`config.mk`:
```
export PLATFORM = sky130hd
export DESIGN_NAME = uart_rx_tx_byte_queues_top_flat
export DESIGN_NICKNAME = d
export VERILOG_FILES = /design/src/design/uartq_pkg.sv /design/src/design/uartq_req_if.sv /design/src/design/uartq_rsp_if.sv /design/src/design/uartq_ctrl.sv /design/src/design/uartq_datapath.sv /design/src/design/uart_rx_tx_byte_queues_top.sv /design/src/flat_wrapper.sv
export SDC_FILE = /design/constraint.sdc
export NUM_CORES = 1
export LEC_CHECK = 0
export BUFFER_PORTS_ARGS = -buffer_cell sky130_fd_sc_hd__buf_2
export CAP_MARGIN = 20
export CORE_UTILIZATION = 60
export CTS_CLUSTER_SIZE = 28
export DETAILED_ROUTE_END_ITERATION = 8
export PLACE_DENSITY = 0.77
export SLEW_MARGIN = 10
export SYNTH_ARGS = -nofsm -noshare
export SYNTH_HDL_FRONTEND = slang
export SYNTH_SLANG_ARGS = --single-unit
```
`constraint.sdc`:
```
create_clock -name clk -period 3.6 [get_ports clk]
set_input_delay 0.54 -clock clk [delete_from_list [all_inputs] [get_ports clk]]
set_output_delay 0.54 -clock clk [all_outputs]
set_load 0.02 [all_outputs]
```
`src/design/uartq_pkg.sv`:
```
// package for the uart byte queues: widths, codes, states and control types
package uartq_pkg;

    localparam int DEFAULT_QUEUE_DEPTH = 64;

    localparam int MODE_W = 3;
    localparam int BYTE_W = 8;
    localparam int FLAG_W = 4;

    localparam logic [MODE_W-1:0] MODE_RX_CHAR  = 3'd0;
    localparam logic [MODE_W-1:0] MODE_SW_WRITE = 3'd1;
    localparam logic [MODE_W-1:0] MODE_TX_READY = 3'd2;
    localparam logic [MODE_W-1:0] MODE_SW_READ  = 3'd3;
    localparam logic [MODE_W-1:0] MODE_ERR_READ = 3'd4;

    localparam logic [FLAG_W-1:0] ERR_OVERRUN = 4'b0001;
    localparam logic [FLAG_W-1:0] ERR_FRAMING = 4'b0010;
    localparam logic [FLAG_W-1:0] ERR_PARITY  = 4'b0100;
    localparam logic [FLAG_W-1:0] ERR_FULL    = 4'b1000;

    typedef enum logic [1:0] {
        ST_IDLE,
        ST_EXEC,
        ST_LOAD
    } state_t;

    typedef struct packed {
        logic capture;
        logic exec;
        logic load;
    } ctrl_cmd_t;

endpackage

```
`src/design/uartq_req_if.sv`:
```
// request channel interface: one queue event per item
interface uartq_req_if;
    logic                          valid;
    logic                          ready;
    logic [uartq_pkg::MODE_W-1:0]  mode;
    logic [uartq_pkg::BYTE_W-1:0]  data_byte;
    logic                          frame_error;
    logic                          parity_fault;
    logic                          overrun;

    modport source (
        output valid, mode, data_byte, frame_error, parity_fault, overrun,
        input  ready
    );
    modport sink (
        input  valid, mode, data_byte, frame_error, parity_fault, overrun,
        output ready
    );
endinterface

```
`src/design/uartq_rsp_if.sv`:
```
// response channel interface: one result per item
interface uartq_rsp_if;
    logic                          valid;
    logic                          ready;
    logic [uartq_pkg::BYTE_W-1:0]  out_byte;
    logic                          out_valid;
    logic                          accepted;
    logic [uartq_pkg::FLAG_W-1:0]  error_flags;

    modport source (
        output valid, out_byte, out_valid, accepted, error_flags,
        input  ready
    );
    modport sink (
        input  valid, out_byte, out_valid, accepted, error_flags,
        output ready
    );
endinterface

```
`src/design/uartq_ctrl.sv`:
```
// controller state machine: sequences capture, execute and result load
module uartq_ctrl (
    input  logic                 clk,
    input  logic                 rst_n,
    input  logic                 in_valid,
    output logic                 in_ready,
    output logic                 out_valid,
    input  logic                 out_ready,
    output uartq_pkg::ctrl_cmd_t cmd
);

    uartq_pkg::state_t state_reg;
    uartq_pkg::state_t state_next;
    logic              out_full_reg;
    logic              out_full_next;

    always_ff @(posedge clk or negedge rst_n)
    begin
        if (!rst_n)
        begin
            state_reg    <= uartq_pkg::ST_IDLE;
            out_full_reg <= 1'b0;
        end
        else
        begin
            state_reg    <= state_next;
            out_full_reg <= out_full_next;
        end
    end

    always_comb
    begin
        state_next    = state_reg;
        in_ready      = 1'b0;
        cmd           = '0;
        out_full_next = out_full_reg && !out_ready;
        case (state_reg)
            uartq_pkg::ST_IDLE:
            begin
                in_ready = 1'b1;
                if (in_valid)
                begin
                    cmd.capture = 1'b1;
                    state_next  = uartq_pkg::ST_EXEC;
                end
            end
            uartq_pkg::ST_EXEC:
            begin
                cmd.exec   = 1'b1;
                state_next = uartq_pkg::ST_LOAD;
            end
            uartq_pkg::ST_LOAD:
            begin
                if (!out_full_reg || out_ready)
                begin
                    cmd.load      = 1'b1;
                    out_full_next = 1'b1;
                    state_next    = uartq_pkg::ST_IDLE;
                end
            end
            default:
            begin
                state_next = uartq_pkg::ST_IDLE;
            end
        endcase
    end

    assign out_valid = out_full_reg;

    a_capture_to_exec: assert property (@(posedge clk) disable iff (!rst_n)
        cmd.capture |=> state_reg == uartq_pkg::ST_EXEC)
        else $error("capture not followed by execute");

    a_exec_to_load: assert property (@(posedge clk) disable iff (!rst_n)
        state_reg == uartq_pkg::ST_EXEC |=> state_reg == uartq_pkg::ST_LOAD)
        else $error("execute not followed by load");

    a_load_fills_output: assert property (@(posedge clk) disable iff (!rst_n)
        cmd.load |=> out_full_reg)
        else $error("result load lost");

    a_load_only_when_free: assert property (@(posedge clk) disable iff (!rst_n)
        cmd.load |-> (!out_full_reg || out_ready))
        else $error("result overwritten before taken");

endmodule

```
`src/design/uartq_datapath.sv`:
```
// datapath: both byte queues, their indices, sticky flags and result registers
module uartq_datapath #(
    parameter int QUEUE_DEPTH = uartq_pkg::DEFAULT_QUEUE_DEPTH
) (
    input  logic                          clk,
    input  logic                          rst_n,
    input  uartq_pkg::ctrl_cmd_t          cmd,
    input  logic [uartq_pkg::MODE_W-1:0]  mode,
    input  logic [uartq_pkg::BYTE_W-1:0]  data_byte,
    input  logic                          frame_error,
    input  logic                          parity_fault,
    input  logic                          overrun,
    output logic [uartq_pkg::BYTE_W-1:0]  out_byte,
    output logic                          out_valid,
    output logic                          accepted,
    output logic [uartq_pkg::FLAG_W-1:0]  error_flags
);

    localparam int IDX_W = (QUEUE_DEPTH > 1) ? $clog2(QUEUE_DEPTH) : 1;
    localparam logic [IDX_W-1:0] IDX_LAST = IDX_W'(QUEUE_DEPTH - 1);

    function automatic logic [IDX_W-1:0] advance(input logic [IDX_W-1:0] idx);
        logic [IDX_W-1:0] res;
        if (idx == IDX_LAST)
            res = '0;
        else
            res = idx + 1'b1;
        return res;
    endfunction

    logic [uartq_pkg::MODE_W-1:0] mode_reg;
    logic [uartq_pkg::BYTE_W-1:0] data_reg;
    logic                         fe_reg;
    logic                         pe_reg;
    logic                         ov_reg;

    logic [uartq_pkg::BYTE_W-1:0] rx_mem [QUEUE_DEPTH];
    logic [uartq_pkg::BYTE_W-1:0] tx_mem [QUEUE_DEPTH];
    logic [uartq_pkg::BYTE_W-1:0] rx_rdata_reg;
    logic [uartq_pkg::BYTE_W-1:0] tx_rdata_reg;

    logic [IDX_W-1:0] rx_wr_reg, rx_wr_next;
    logic [IDX_W-1:0] rx_rd_reg, rx_rd_next;
    logic [IDX_W-1:0] tx_wr_reg, tx_wr_next;
    logic [IDX_W-1:0] tx_rd_reg, tx_rd_next;
    logic [uartq_pkg::FLAG_W-1:0] sticky_reg, sticky_next;

    logic                         st_valid_reg, st_valid_next;
    logic                         st_acc_reg, st_acc_next;
    logic                         st_from_tx_reg, st_from_tx_next;
    logic [uartq_pkg::FLAG_W-1:0] st_flags_reg, st_flags_next;

    logic [uartq_pkg::BYTE_W-1:0] out_byte_reg;
    logic                         out_valid_reg;
    logic                         accepted_reg;
    logic [uartq_pkg::FLAG_W-1:0] error_flags_reg;

    logic                         rx_we;
    logic                         tx_we;
    logic                         rx_full;
    logic                         tx_full;
    logic                         rx_empty;
    logic                         tx_empty;
    logic [uartq_pkg::BYTE_W-1:0] byte_sel;

    // captured item
    always_ff @(posedge clk)
    begin
        if (cmd.capture)
        begin
            mode_reg <= mode;
            data_reg <= data_byte;
            fe_reg   <= frame_error;
            pe_reg   <= parity_fault;
            ov_reg   <= overrun;
        end
    end

    assign rx_full  = advance(rx_wr_reg) == rx_rd_reg;
    assign tx_full  = advance(tx_wr_reg) == tx_rd_reg;
    assign rx_empty = rx_rd_reg == rx_wr_reg;
    assign tx_empty = tx_rd_reg == tx_wr_reg;

    always_comb
    begin
        rx_wr_next      = rx_wr_reg;
        rx_rd_next      = rx_rd_reg;
        tx_wr_next      = tx_wr_reg;
        tx_rd_next      = tx_rd_reg;
        sticky_next     = sticky_reg;
        st_valid_next   = st_valid_reg;
        st_acc_next     = st_acc_reg;
        st_from_tx_next = st_from_tx_reg;
        st_flags_next   = st_flags_reg;
        rx_we           = 1'b0;
        tx_we           = 1'b0;
        if (cmd.exec)
        begin
            st_valid_next   = 1'b0;
            st_acc_next     = 1'b0;
            st_from_tx_next = 1'b0;
            st_flags_next   = '0;
            case (mode_reg)
                uartq_pkg::MODE_RX_CHAR:
                begin
                    if (ov_reg)
                        sticky_next = sticky_next | uartq_pkg::ERR_OVERRUN;
                    if (fe_reg)
                        sticky_next = sticky_next | uartq_pkg::ERR_FRAMING;
                    else if (pe_reg)
                        sticky_next = sticky_next | uartq_pkg::ERR_PARITY;
                    else if (!rx_full)
                    begin
                        rx_we       = 1'b1;
                        rx_wr_next  = advance(rx_wr_reg);
                        st_acc_next = 1'b1;
                    end
                    else
                        sticky_next = sticky_next | uartq_pkg::ERR_FULL;
                end
                uartq_pkg::MODE_SW_WRITE:
                begin
                    if (!tx_full)
                    begin
                        tx_we       = 1'b1;
                        tx_wr_next  = advance(tx_wr_reg);
                        st_acc_next = 1'b1;
                    end
                end
                uartq_pkg::MODE_TX_READY:
                begin
                    st_from_tx_next = 1'b1;
                    if (!tx_empty)
                    begin
                        tx_rd_next    = advance(tx_rd_reg);
                        st_valid_next = 1'b1;
                    end
                end
                uartq_pkg::MODE_SW_READ:
                begin
                    if (!rx_empty)
                    begin
                        rx_rd_next    = advance(rx_rd_reg);
                        st_valid_next = 1'b1;
                    end
                end
                uartq_pkg::MODE_ERR_READ:
                begin
                    st_flags_next = sticky_reg;
                    sticky_next   = '0;
                end
                default:
                begin
                    st_flags_next = '0;
                end
            endcase
        end
    end

    always_ff @(posedge clk or negedge rst_n)
    begin
        if (!rst_n)
        begin
            rx_wr_reg      <= '0;
            rx_rd_reg      <= '0;
            tx_wr_reg      <= '0;
            tx_rd_reg      <= '0;
            sticky_reg     <= '0;
            st_valid_reg   <= 1'b0;
            st_acc_reg     <= 1'b0;
            st_from_tx_reg <= 1'b0;
            st_flags_reg   <= '0;
        end
        else
        begin
            rx_wr_reg      <= rx_wr_next;
            rx_rd_reg      <= rx_rd_next;
            tx_wr_reg      <= tx_wr_next;
            tx_rd_reg      <= tx_rd_next;
            sticky_reg     <= sticky_next;
            st_valid_reg   <= st_valid_next;
            st_acc_reg     <= st_acc_next;
            st_from_tx_reg <= st_from_tx_next;
            st_flags_reg   <= st_flags_next;
        end
    end

    // receive queue storage
    always_ff @(posedge clk)
    begin
        if (rx_we)
            rx_mem[rx_wr_reg] <= data_reg;
        if (cmd.exec)
            rx_rdata_reg <= rx_mem[rx_rd_reg];
    end

    // send queue storage
    always_ff @(posedge clk)
    begin
        if (tx_we)
            tx_mem[tx_wr_reg] <= data_reg;
        if (cmd.exec)
            tx_rdata_reg <= tx_mem[tx_rd_reg];
    end

    always_comb
    begin
        if (!st_valid_reg)
            byte_sel = '0;
        else if (st_from_tx_reg)
            byte_sel = tx_rdata_reg;
        else
            byte_sel = rx_rdata_reg;
    end

    // output register
    always_ff @(posedge clk)
    begin
        if (cmd.load)
        begin
            out_byte_reg    <= byte_sel;
            out_valid_reg   <= st_valid_reg;
            accepted_reg    <= st_acc_reg;
            error_flags_reg <= st_flags_reg;
        end
    end

    assign out_byte    = out_byte_reg;
    assign out_valid   = out_valid_reg;
    assign accepted    = accepted_reg;
    assign error_flags = error_flags_reg;

    a_single_write: assert property (@(posedge clk) disable iff (!rst_n)
        !(rx_we && tx_we))
        else $error("both queues written by one item");

    a_index_range: assert property (@(posedge clk) disable iff (!rst_n)
        ({1'b0, rx_wr_reg} < (IDX_W + 1)'(QUEUE_DEPTH))
        && ({1'b0, rx_rd_reg} < (IDX_W + 1)'(QUEUE_DEPTH))
        && ({1'b0, tx_wr_reg} < (IDX_W + 1)'(QUEUE_DEPTH))
        && ({1'b0, tx_rd_reg} < (IDX_W + 1)'(QUEUE_DEPTH)))
        else $error("queue index out of range");

    a_pop_push_exclusive: assert property (@(posedge clk) disable iff (!rst_n)
        !(st_acc_reg && st_valid_reg))
        else $error("one item both stored and popped");

    a_err_read_clears: assert property (@(posedge clk) disable iff (!rst_n)
        (cmd.exec && mode_reg == uartq_pkg::MODE_ERR_READ) |=> sticky_reg == '0)
        else $error("error flags not cleared on read");

endmodule

```
`src/design/uart_rx_tx_byte_queues_top.sv`:
```
// top level of the uart receive and send byte queues
//
//  channel | dir | handshake     | payload
//  req     | in  | valid / ready | mode, data_byte, frame_error, parity_fault, overrun
//  rsp     | out | valid / ready | out_byte, out_valid, accepted, error_flags
//
// an item passes through capture, execute with the queue memory read, and result load
// the read port of each queue memory is registered in execute, so the result is loaded in a later step
// req is ready again while a finished result still waits in the output register
// a result that finds the output register full waits in load until rsp is taken
// reset clears indices and flags; queue contents are undefined until written
module uart_rx_tx_byte_queues_top #(
    parameter int QUEUE_DEPTH = uartq_pkg::DEFAULT_QUEUE_DEPTH
) (
    input  logic        clk,
    input  logic        rst_n,
    uartq_req_if.sink   req,
    uartq_rsp_if.source rsp
);

    uartq_pkg::ctrl_cmd_t cmd;

    uartq_ctrl u_ctrl (
        .clk       (clk),
        .rst_n     (rst_n),
        .in_valid  (req.valid),
        .in_ready  (req.ready),
        .out_valid (rsp.valid),
        .out_ready (rsp.ready),
        .cmd       (cmd)
    );

    uartq_datapath #(
        .QUEUE_DEPTH (QUEUE_DEPTH)
    ) u_datapath (
        .clk          (clk),
        .rst_n        (rst_n),
        .cmd          (cmd),
        .mode         (req.mode),
        .data_byte    (req.data_byte),
        .frame_error  (req.frame_error),
        .parity_fault (req.parity_fault),
        .overrun      (req.overrun),
        .out_byte     (rsp.out_byte),
        .out_valid    (rsp.out_valid),
        .accepted     (rsp.accepted),
        .error_flags  (rsp.error_flags)
    );

endmodule
```
`src/flat_wrapper.sv`:
```
// flat-port wrapper written by rule: the top's interface ports become plain ports
module uart_rx_tx_byte_queues_top_flat 
#(
    parameter int QUEUE_DEPTH = uartq_pkg::DEFAULT_QUEUE_DEPTH
)
  (clk, rst_n, req_valid, req_mode, req_data_byte, req_frame_error, req_parity_fault, req_overrun, req_ready, rsp_valid, rsp_out_byte, rsp_out_valid, rsp_accepted, rsp_error_flags, rsp_ready);
  uartq_req_if req_i ();
  uartq_rsp_if rsp_i ();
  input  logic clk;
  input  logic rst_n;
  input wire logic [$bits(req_i.valid)-1:0] req_valid;
  input wire logic [$bits(req_i.mode)-1:0] req_mode;
  input wire logic [$bits(req_i.data_byte)-1:0] req_data_byte;
  input wire logic [$bits(req_i.frame_error)-1:0] req_frame_error;
  input wire logic [$bits(req_i.parity_fault)-1:0] req_parity_fault;
  input wire logic [$bits(req_i.overrun)-1:0] req_overrun;
  output wire logic [$bits(req_i.ready)-1:0] req_ready;
  output wire logic [$bits(rsp_i.valid)-1:0] rsp_valid;
  output wire logic [$bits(rsp_i.out_byte)-1:0] rsp_out_byte;
  output wire logic [$bits(rsp_i.out_valid)-1:0] rsp_out_valid;
  output wire logic [$bits(rsp_i.accepted)-1:0] rsp_accepted;
  output wire logic [$bits(rsp_i.error_flags)-1:0] rsp_error_flags;
  input wire logic [$bits(rsp_i.ready)-1:0] rsp_ready;
  assign req_i.valid = req_valid;
  assign req_i.mode = req_mode;
  assign req_i.data_byte = req_data_byte;
  assign req_i.frame_error = req_frame_error;
  assign req_i.parity_fault = req_parity_fault;
  assign req_i.overrun = req_overrun;
  assign req_ready = req_i.ready;
  assign rsp_valid = rsp_i.valid;
  assign rsp_out_byte = rsp_i.out_byte;
  assign rsp_out_valid = rsp_i.out_valid;
  assign rsp_accepted = rsp_i.accepted;
  assign rsp_error_flags = rsp_i.error_flags;
  assign rsp_i.ready = rsp_ready;
  uart_rx_tx_byte_queues_top #(.QUEUE_DEPTH(QUEUE_DEPTH)) u_core (.clk(clk), .rst_n(rst_n), .req(req_i), .rsp(rsp_i));
endmodule
```
==> results.txt <==
CP top delay family -> simple AND/OR/NAND/NOR gates
fin crit period -> 3.246 ns
Synth Area in XOR/XNOR -> 0.6021%
IO Pins -> 34
grt ovf -> 0
global-route wire length before repair -> 151800 um
CTS Root Cell -> clkbuf_16
met1 usage -> 41.27%
Synth Area in Compound Gates -> 3.538%
I/O Buffers -> 33
total core area -> 71610 um2
register area share after synthesis -> 76.03%
Reg clk slew, reported paths -> 0.06 ns
layout cell share with drive strength beyond 1 -> 28.48%
leakage -> 15.72 nW
Routed WL -> 103200 um
# hold bufs at CTS -> 0
DR WL/cell -> 30.32 um
relative slew slack -> 22.84%
fillers -> 4261
Avg Synthesized Cell Area -> 20.30 um2
Post-Synth Simple-Gate Area -> 4.290%
most used flip-flop cell after synthesis -> edfxtp_1
VDD IR max -> 0.0003944 V
DR iter-0 viols -> 3301
GR Util met2 -> 44.20%
element type at the critical path start -> register
Post-Syn Nets -> 2162
FMAX -> 0.3080 GHz
cell breakdown of the critical path -> ha_1, a32o_1, a22oi_2, xor2_2, o31ai_4, buf_4, nor3_1
Total GRT Usage -> 28.58%
Area contributors post-synth -> edfxtp_1, mux4_2, dfrtp_1, a22oi_1, nor2_1
final setup TNS -> 0 ns
Rows -> 98
adder-cell share of the synthesized area -> 0.1152%
post-synth top area cell -> edfxtp_1
r2r setup slk -> 0.35 ns
Final Non-Filler Cells -> 3405
busiest grt layer -> met2
Netlist Area Pre-Place -> 43430 um2
# clock sinks -> 1106
DRC -> 0
first-pass detailed-route iteration total -> 6
routed via count -> 22913
Synth Instances -> 2140
Tightest Hold Check Type -> in2reg
outcome -> finished, final reports clean
largest net degree at the start of global routing -> 129
final clock skew -> 0.02539 ns
# Max-Cap Violations -> 0
Post-synth EDFFs -> 1068
Pwr Total -> 30.93 mW
GP Congestion -> 0.9738
worst skew pair latency -> 0.66 ns
number of global-route vias before repair -> 22783
RSZ-0062 raised after global routing -> false
mux cell area share after synthesis -> 13.99%
CP endpoint kind -> register
dpl cell area -> 45840 um2
area added between synthesis and finish -> 13.74%
crit path max fanout -> 24
WP buf/inv -> 1
Slew Viols, Final -> 0
slowest library cell on the worst path -> nor3_1
Synth Warn # -> 0
Min Hold Slack -> 0.05859 ns
top-area cell type share of the netlist area -> 73.84%
Resized Gates After CTS -> 0
worst path required time -> 3.86 ns
die extent in y -> 271.0 um
main combinational cell family by area after synthesis -> multiplexers
Yosys cell types -> 70
PD cells -> 626.1 nW/um2
CTS H-tree lvls -> 3
cts bufs inserted -> 103
Top Registers -> u_core.u_datapath.rx_mem x512, u_core.u_datapath.tx_mem x512
#FFs+latches synth -> 1106
final period utilization -> 90.18%
initial antenna violation count -> 4
Die W -> 271.0 um
CTS tree -> built
crit path kind -> reg2reg
met3 usage -> 6.222%
Final Hold Fails -> 0
Post-synth ARST share -> 3.436%
deepest clock path buffer count -> 3
Setup-failing EPs final -> 0
CP Data Arrival Time -> 3.51 ns
postcts setup bufs -> 0
antenna viol nets, final -> 0
Vias/cell -> 6.729
DP HPWL -> 63270 um
die area -> 73470 um2
Worst path max stage delay -> 0.95 ns
Initial Util -> 60.65%
slew of the pin with the lowest slew margin -> 1.149 ns
layout net count -> 2388
post-route cell area -> 49400 um2
dpl cells -> 3194
metrics by stage:
step,setup slack (ns),utilization (%)
after global placement,0.4839,64.02
after detailed placement,0.3539,64.02
after floorplan,0.7132,-
final,0.3536,68.98
after CTS,0.3369,68.83
after global routing,0.2171,68.98
area by class of cell:
class / count / area, um2 / area share, %
inverters: 5 / 18.77 / 0.03799
multi-input cells: 905 / 9801 / 19.84
repair buffers: 245 / 1902 / 3.850
clock inverters: 60 / 600.6 / 1.216
well taps: 950 / 1189 / 2.406
clock buffers: 133 / 2843 / 5.755
flip-flops and latches: 1106 / 33040 / 66.89
diodes: 1 / 2.502 / 0.005066
where the power goes:
part           total, mW  internal [mW]  switching (mW)
Combinational       4.90           2.22            2.67
Sequential          15.1           14.6           0.412
Clock               11.0           6.31            4.67
cell usage after synthesis, drive strengths merged (12+ instances only):
cell type  count
nor3          62
buf           80
mux4         255
xor2          13
nand3         24
a22oi         59
nor2         113
nor4          12
o21ai         24
edfxtp      1068
mux2i         22
a21oi         47
clkbuf        44
nor2b         36
nand2b        13
nand2         61
xnor2         16
dfrtp         38
kinds of logic after synthesis:
logic type	after synthesis
xor gates and xnor gates	29
buffers and inverters	129
muxes	287
adders and majority gates	4
and+or+nand+nor	371
AOI/OAI and AO/OA	214
DFF	1106
cell usage in the layout (no fill, tap or decap), drive strengths merged, types with 6 or more instances in the layout:
master,n
a211oi,6
a21oi,47
a221oi,6
a22o,9
a22oi,59
and2,9
buf,239
bufinv,10
clkbuf,139
clkinv,35
clkinvlp,9
dfrtp,38
edfxtp,1068
inv,11
mux2,10
mux2i,22
mux4,255
nand2,61
nand2b,13
nand3,24
nand4,6
nor2,113
nor2b,36
nor3,62
nor4,12
o21ai,24
o22ai,8
o31ai,10
or3,10
xnor2,16
xor2,13
per-layer routing:
layer / wire length, um / up-vias
li1: - / 9342
met3: 11220 / 199
met4: 3024 / 4
met1: 39440 / 11847
met5: 22 / -
met2: 49530 / 1521
path summary, 6_finish.rpt:
kind                                                   startpoint                          endpoint  cells after the start
min in group asynchronous                                   rst_n    u_core.u_datapath.rx_rd_reg[2]                      1
worst min-delay path                             req_data_byte[3]     u_core.u_datapath.data_reg[3]                      1
max in group asynchronous                                   rst_n    u_core.u_datapath.tx_rd_reg[1]                      1
worst max-delay path               u_core.u_datapath.rx_wr_reg[0]   u_core.u_datapath.rx_mem[45][3]                      7
worst min register to register  u_core.u_datapath.st_flags_reg[0]  u_core.u_datapath.error_flags[0]                      0
worst max register to register     u_core.u_datapath.rx_wr_reg[0]   u_core.u_datapath.rx_mem[45][3]                      7
(Power assumes the default switching activity.)
